## src/rtl/core/pbe_pkg.sv

```systemverilog
// ============================================================================
// pbe_pkg: shared types and constants of the piecewise Bezier evaluator
// Sizes of the segment table, fixed-point widths, opcode map of the shared
// multiplier and the control structures passed between the modules.
// ============================================================================
package pbe_pkg;

    localparam int MAX_SEGMENTS = 16;
    localparam int SEG_W        = (MAX_SEGMENTS > 1) ? $clog2(MAX_SEGMENTS) : 1;
    localparam int CNT_W        = $clog2(MAX_SEGMENTS + 1);
    localparam int STORE_DEPTH  = MAX_SEGMENTS * 4;
    localparam int ADDR_W       = $clog2(STORE_DEPTH);

    localparam int COORD_W = 24;
    localparam int TAN_W   = 28;
    localparam int T_W     = 18;
    localparam int LT_W    = 17;
    localparam logic [LT_W-1:0] T_ONE = LT_W'(65536);

    // Multiplier operand and accumulator widths.
    localparam int MA_W   = 35;
    localparam int MB_W   = 28;
    localparam int PROD_W = MA_W + MB_W;
    localparam int PACC_W = 74;
    localparam int TACC_W = 62;

    // Division by three: floor(n * DIV3_RECIP / 2^DIV3_SHIFT) is exact for n < 2^27.
    localparam logic [26:0] DIV3_RECIP = 27'd44739243;
    localparam int          DIV3_SHIFT = 27;

    // Item kinds and result status codes.
    localparam logic [1:0] KIND_CUBIC    = 2'd0;
    localparam logic [1:0] KIND_QUAD     = 2'd1;
    localparam int         KIND_EVAL_BIT = 1;

    localparam logic [1:0] STAT_EVAL   = 2'd0;
    localparam logic [1:0] STAT_EMPTY  = 2'd1;
    localparam logic [1:0] STAT_STORED = 2'd2;
    localparam logic [1:0] STAT_FULL   = 2'd3;

    // Opcodes of the shared multiplier; evaluation issues OP_UU to OP_TAN_LAST in order.
    localparam logic [5:0] OP_UU       = 6'd0;
    localparam logic [5:0] OP_TT       = 6'd1;
    localparam logic [5:0] OP_UT       = 6'd2;
    localparam logic [5:0] OP_UUU      = 6'd3;
    localparam logic [5:0] OP_UUT      = 6'd4;
    localparam logic [5:0] OP_UTT      = 6'd5;
    localparam logic [5:0] OP_TTT      = 6'd6;
    localparam logic [5:0] OP_POS_BASE = 6'd7;
    localparam logic [5:0] OP_POS_LAST = 6'd22;
    localparam logic [5:0] OP_TAN_BASE = 6'd23;
    localparam logic [5:0] OP_TAN_LAST = 6'd28;
    localparam logic [5:0] OP_QD_BASE  = 6'd29;
    localparam logic [5:0] OP_QD_LAST  = 6'd32;

    typedef struct packed {
        logic signed [COORD_W-1:0] y;
        logic signed [COORD_W-1:0] x;
    } point_t;

    typedef struct packed {
        logic       clear;
        logic       issue;
        logic [5:0] op;
    } dp_ctrl_t;

    typedef struct packed {
        logic             rd;
        logic             wr;
        logic             inc;
        logic [1:0]       idx;
        logic [SEG_W-1:0] seg;
    } st_ctrl_t;

endpackage

```

## src/rtl/core/pbe_store.sv

```systemverilog
// ============================================================================
// pbe_store: segment point memory and segment counter
// One synchronous memory of four points per segment with a registered read,
// and the count of stored segments that selects the next free row.
// ============================================================================
module pbe_store (
    input  logic                        aclk,
    input  logic                        aresetn,
    input  pbe_pkg::st_ctrl_t           ctrl,
    input  pbe_pkg::point_t             wdata,
    output pbe_pkg::point_t             rdata,
    output logic [pbe_pkg::CNT_W-1:0]   count,
    output logic                        full
);
    import pbe_pkg::*;

    point_t             mem [STORE_DEPTH];
    point_t             rdata_reg;
    logic [CNT_W-1:0]   cnt_reg;
    logic [CNT_W-1:0]   cnt_next;
    logic [ADDR_W-1:0]  waddr;
    logic [ADDR_W-1:0]  raddr;

    // Writes only happen during a load and reads only during an evaluation,
    // so the two ports never touch the same entry in one cycle.
    assign waddr = ADDR_W'({cnt_reg[SEG_W-1:0], ctrl.idx});
    assign raddr = ADDR_W'({ctrl.seg, ctrl.idx});

    always_ff @(posedge aclk) begin
        if (ctrl.wr) begin
            mem[waddr] <= wdata;
        end
        if (ctrl.rd) begin
            rdata_reg <= mem[raddr];
        end
    end

    assign cnt_next = ctrl.inc ? cnt_reg + CNT_W'(1) : cnt_reg;

    always_ff @(posedge aclk) begin
        if (!aresetn) begin
            cnt_reg <= '0;
        end else begin
            cnt_reg <= cnt_next;
        end
    end

    assign rdata = rdata_reg;
    assign count = cnt_reg;
    assign full  = (cnt_reg >= CNT_W'(MAX_SEGMENTS));

    a_count_bound: assert property (@(posedge aclk) disable iff (!aresetn)
        cnt_reg <= CNT_W'(MAX_SEGMENTS))
        else $error("segment count above table size");

    a_port_excl: assert property (@(posedge aclk) disable iff (!aresetn)
        (ctrl.wr || ctrl.inc) |-> (!full && !ctrl.rd))
        else $error("write into a full table or during a read");

endmodule

```

## config.mk

```make
export PLATFORM = sky130hd
export DESIGN_NAME = pbe_store
export DESIGN_NICKNAME = d
export VERILOG_FILES = /design/src/rtl/core/pbe_pkg.sv /design/src/rtl/core/pbe_store.sv
export SDC_FILE = /design/constraint.sdc
export NUM_CORES = 2
export LEC_CHECK = 0
export BUFFER_PORTS_ARGS = -buffer_cell sky130_fd_sc_hd__buf_2
export CAP_MARGIN = 30
export CORE_ASPECT_RATIO = 0.5
export CORE_MARGIN = 2
export CORE_UTILIZATION = 59
export DETAILED_ROUTE_END_ITERATION = 8
export PLACE_DENSITY = 0.75
export SYNTH_ARGS = -nofsm -noshare
export SYNTH_HDL_FRONTEND = slang
export SYNTH_SLANG_ARGS = --single-unit
```

## constraint.sdc

```tcl
create_clock -name aclk -period 6.8 [get_ports aclk]
set_input_delay 1.02 -clock aclk [delete_from_list [all_inputs] [get_ports aclk]]
set_output_delay 1.02 -clock aclk [all_outputs]
set_load 0.05 [all_outputs]
```

# Yosys cells after proc, flatten, opt, wreduce, memory -nomap -nowiden

Memories as Yosys holds them, arrays and structs flattened. A register that Yosys moved wholly into a read port is not among the register bits.
Cells that the tools add are included.

Bits in registers: 5
RAM bits: 3072
Input port bits: 59
Output and inout port bits: 54
Logic and storage cells: 6
Memories: 1

Add/sub/neg operators: 1
Magnitude comparators: 1
Multiplexer cells: 2

Memory list:

| name | depth | width | rd ports | clocked after Yosys merged registers in | wr ports | RTL line        | text |
|---|---|---|---|---|---|---|---|
| mem  | 64    | 48    | 1        | 1                                       | 1        | pbe_store.sv:17 | `point_t mem [STORE_DEPTH];` |

Operator list:

| kind                                                           | count |
|---|---|
| 5-bit by 1-bit adder with 5-bit output (second input constant) | 1 |
| 5-bit >= comparator (second input constant)                    | 1 |
| 1-bit 2-to-1 mux                                               | 2 |

# Depth between registers and ports, before layout

Depth in word-level cells: 2
Depth in mapped cells: 10
Gate-level depth less buffers: 5

# Least setup slack after synthesis

Ideal clock, no wire load.

Kind: in2reg
Start: input port ctrl[4] (netlist name)
End: memory mem[32][0] (netlist name) (enable)
Setup time: 513 ps
Arrival time: 5369 ps
Required time: 6287 ps
Path slack: 918 ps
Stages on the path: 7
Buffers on the path: 5
Cell sequence: buf_6 buf_4 buf_4 buf_4 buf_4 nand4b_1 nor3_1

RTL lines:

| element     | RTL line        | text |
|---|---|---|
| from (decl) | pbe_store.sv:9  | `input pbe_pkg::st_ctrl_t ctrl,` |
| to (decl)   | pbe_store.sv:17 |  |

No word-level cell before the write port.

# Worst setup path after layout

Start: register cnt_reg[0] (netlist: count[0])
End: memory mem[53][34] (netlist name) (enable)

RTL lines:

| element                | RTL line        | text |
|---|---|---|
| from (decl)            | pbe_store.sv:19 | `logic [CNT_W-1:0] cnt_reg;` |
| from (signal assigned) | pbe_store.sv:44 | `cnt_reg <= cnt_next;` |

No word-level cell before the write port.

==> impl_metrics.ini <==
[critical_path]
timing.critical_path.arrival_ns = 4.35
cp-end-kind = register
worst_path_dominant_cell_family = simple AND/OR/NAND/NOR gates
reg2regPathDepth = 5
required_ns = 7.26
crit_path_cell_trace = inv_1 > nor2_1 > nand3_1 > nor2_4 > buf_4
r2r-end = mem[53][34]
crit_buf_inv = 2
rr_startpoint = count[0]
cp-start-kind = register
ff2ff_setup_slack_ns = 2.90
cp_slowest_stage_delay_ns = 0.87
path_class = reg -> reg
critical_path_peak_fanout = 39
critPathSlowestCell = sky130_fd_sc_hd__dfxtp_1

[cells_and_area]
nNetsFinal = 5290
fraction_of_final_layout_cells_with_drive_strength_greater_than_1 = 0.300
multiInputGateArea_um2 = 23500
fillerInstances = 11800
largest_register_ff_count = 3072
final_design_area_no_fill_um2 = 132000
final_core_util = 0.663
area.sequential_um2 = 93800
area.growth.synth_to_final_pct = 12.0

[routing]
detailed_route_drc_error_count = 0
routedWlPerCell_um = 39.7
wl_um = 321000
routed_via_density = 7.20
drtIter0Drc = 10700
detail_route.first_pass.iterations = 8
drtAntennaViolNets = 0
vias = 58200

[grt]
grt_first_pass_wirelength_um = 446000
via_count_of_the_first_global_routing_pass = 57900
grt_start_max_net_pins = 134
grt_antenna_before_repair = 27
grt_remaining_overflow = 0
track_usage = 0.316

[logic_synthesis]
yosys.area.top_type_share = 0.794
synth-adder-area-share = 0.000212
synth_top_family_by_area = multiplexers
async_reset_ff_frac = 0
yosys.area_share.simple = 0.00922
yosys-mux-area-fraction = 0.167
synth_sequential_area_ratio = 0.794
count_of_flip_flops_with_a_built_in_enable_after_synthesis = 3120
synth-compound-area-share = 0.0175
synth_area_leaders = sky130_fd_sc_hd__edfxtp_1, sky130_fd_sc_hd__mux4_2, sky130_fd_sc_hd__o22ai_1, sky130_fd_sc_hd__mux2_2, sky130_fd_sc_hd__nor2_1
synthesis.yosys.warnings = 0
ys.flop_type = sky130_fd_sc_hd__edfxtp_1
synth.largest_area_cell = sky130_fd_sc_hd__edfxtp_1
postSynthCellCount = 4929
ys_seq_elements = 3125
synth.avg_cell_area_um2 = 24.0
yosysUniqueCellTypes = 35
synth_area_um2 = 118000
post_synthesis_xor_xnor_area_fraction = 0.000297
synth_fp_nets = 4990

[hold_path]
worstHoldStart = wdata[29]
worst_hold_path.num_cells = 1
min_path_type = in -> reg
worstHoldEndpoint = mem[44][29]

[floorplan]
die_x_um = 637
fp.dieArea_um2 = 204000
row_count = 116
chipHeight_um = 320
starting_density_of_the_core = 0.592
io-pin-count = 113
core_region_area_um2 = 199000

[placed_design]
gpl.final_weighted_congestion = 0.835
postPlaceCellArea_um2 = 123000
numPortBuffers = 112
detail_placement_hpwl_um = 166000

[clock_tree]
cts_hold_buffers = 0
clk_pin_slew_ns = 0.07
cts_resized = 0
clkLatencyLatePin_ns = 0.85
cts-root-to-sink-buffers = 4
tritoncts.num_buffers = 269
tritoncts = done
post-cts-setup-buffers = 0
number_of_clock_sinks_seen_by_cts = 3125
cts-root-buf = sky130_fd_sc_hd__clkbuf_16
htree_levels = 5

[sta]
final-setup-viol-count = 0
finalHoldWorstSlack_ns = 0.408
period_minus_slack_ns = 3.90
timing_worst_slew_pin_value_ns = 1.10
timing.clock.skew_ns = 0.0428
final_worst_path_period_share = 0.573
max_freq_mhz = 257
setup_total_negative_slack_ns = 0
finalHoldViolations = 0
grt_setup_unrepaired = false
maxSlewHeadroom = 0.265
slew_viol_final = 0

[pwr]
p_leak_nw = 40.7
power.density_cell_area_nw_per_um2 = 290
report.power.total_w = 0.0383
peak_vdd_ir_mv = 0.186

[run_status]
run_status = completed

[flow_run]
cap_violations = 0
## power by group
group | total [W] | switching, W | internal [W]
Sequential | 0.0214 | 0.0000670 | 0.0213
Combinational | 0.00193 | 0.00123 | 0.000702
Clock | 0.0150 | 0.00684 | 0.00816
Total | 0.0383 | 0.00814 | 0.0302
## cell usage in the layout (no fill, tap or decap), types with 6 or more instances in the layout
master / n
sky130_fd_sc_hd__buf_4: 93
sky130_fd_sc_hd__clkinvlp_4: 6
sky130_fd_sc_hd__o22ai_1: 153
sky130_fd_sc_hd__buf_16: 7
sky130_fd_sc_hd__edfxtp_1: 3120
sky130_fd_sc_hd__nand2_1: 47
sky130_fd_sc_hd__inv_6: 12
sky130_fd_sc_hd__clkbuf_1: 51
sky130_fd_sc_hd__clkinv_1: 57
sky130_fd_sc_hd__a21oi_1: 68
sky130_fd_sc_hd__mux2_2: 62
sky130_fd_sc_hd__bufinv_16: 17
sky130_fd_sc_hd__nor3_1: 8
sky130_fd_sc_hd__buf_12: 89
sky130_fd_sc_hd__clkinv_2: 40
sky130_fd_sc_hd__a31oi_1: 18
sky130_fd_sc_hd__o21ai_0: 44
sky130_fd_sc_hd__nand3_1: 8
sky130_fd_sc_hd__diode_2: 8
sky130_fd_sc_hd__o221ai_1: 49
sky130_fd_sc_hd__clkbuf_16: 278
sky130_fd_sc_hd__nor2_1: 91
sky130_fd_sc_hd__mux4_2: 828
sky130_fd_sc_hd__buf_2: 108
sky130_fd_sc_hd__mux2i_1: 41
sky130_fd_sc_hd__nor2_4: 62
## per-layer routing
metal,global-route usage,vias up,part of all wire
met5,0,-,0.00045
met4,0.112,22,0.041
met3,0.0929,797,0.15
met2,0.476,5065,0.46
met1,0.450,30500,0.35
li1,-,21800,-
## area by class of cell
cell class,instances,share of cell area
antenna,8,0.000151
clock buffer,329,0.0541
clock inverter,136,0.00856
inverter,5,0.000199
multi-input combinational,1526,0.177
sequential,3125,0.710
tap,2655,0.0251
timing repair buffer,302,0.0248
## cells by family (layout without fill, tap and decap cells)
family / after synthesis / in the layout
mux: 931 / 931
xor+xnor: 4 / 4
buf+inv: 278 / 772
other cells: 0 / 8
compound gates: 333 / 333
fa+ha+maj: 2 / 2
simple gates: 256 / 256
flops: 3125 / 3125
## metrics by stage
step,std cells,setup WS (ns)
2_1_floorplan,4929,0.918
3_3_place_gp,7553,2.29
3_5_place_dp,7578,2.44
4_1_cts,8043,3.05
5_1_grt,8082,2.85
6_report,8086,2.90
## Yosys cell counts, types with 3 or more instances
master,count
sky130_fd_sc_hd__buf_6,4
sky130_fd_sc_hd__o22ai_1,153
sky130_fd_sc_hd__o221ai_1,49
sky130_fd_sc_hd__buf_2,103
sky130_fd_sc_hd__buf_1,40
sky130_fd_sc_hd__or2_2,4
sky130_fd_sc_hd__clkbuf_1,97
sky130_fd_sc_hd__a21oi_1,68
sky130_fd_sc_hd__mux4_2,828
sky130_fd_sc_hd__inv_1,3
sky130_fd_sc_hd__or3_1,4
sky130_fd_sc_hd__nand4_1,4
sky130_fd_sc_hd__o21ai_0,44
sky130_fd_sc_hd__buf_4,29
sky130_fd_sc_hd__nor3_1,10
sky130_fd_sc_hd__or3b_2,4
sky130_fd_sc_hd__and2_1,5
sky130_fd_sc_hd__dfxtp_1,5
sky130_fd_sc_hd__edfxtp_1,3120
sky130_fd_sc_hd__nand2b_1,8
sky130_fd_sc_hd__mux2i_1,41
sky130_fd_sc_hd__xnor2_1,3
sky130_fd_sc_hd__a31oi_1,18
sky130_fd_sc_hd__mux2_2,62
sky130_fd_sc_hd__nor2b_1,4
sky130_fd_sc_hd__nor2_1,154
sky130_fd_sc_hd__nand2_1,48
sky130_fd_sc_hd__nand3_1,8
## how the worst max path moves through the flow
stage                  start     endpoint  cells past startpoint
global route        count[0]  mem[53][34]                      5
CTS                 count[0]  mem[53][34]                      5
detailed placement   ctrl[5]  mem[43][13]                      6
finish              count[0]  mem[53][34]                      5
global placement     ctrl[4]     rdata[1]                      6
floorplan            ctrl[4]   mem[32][0]                      7
Power figures use the tool's default switching activity.
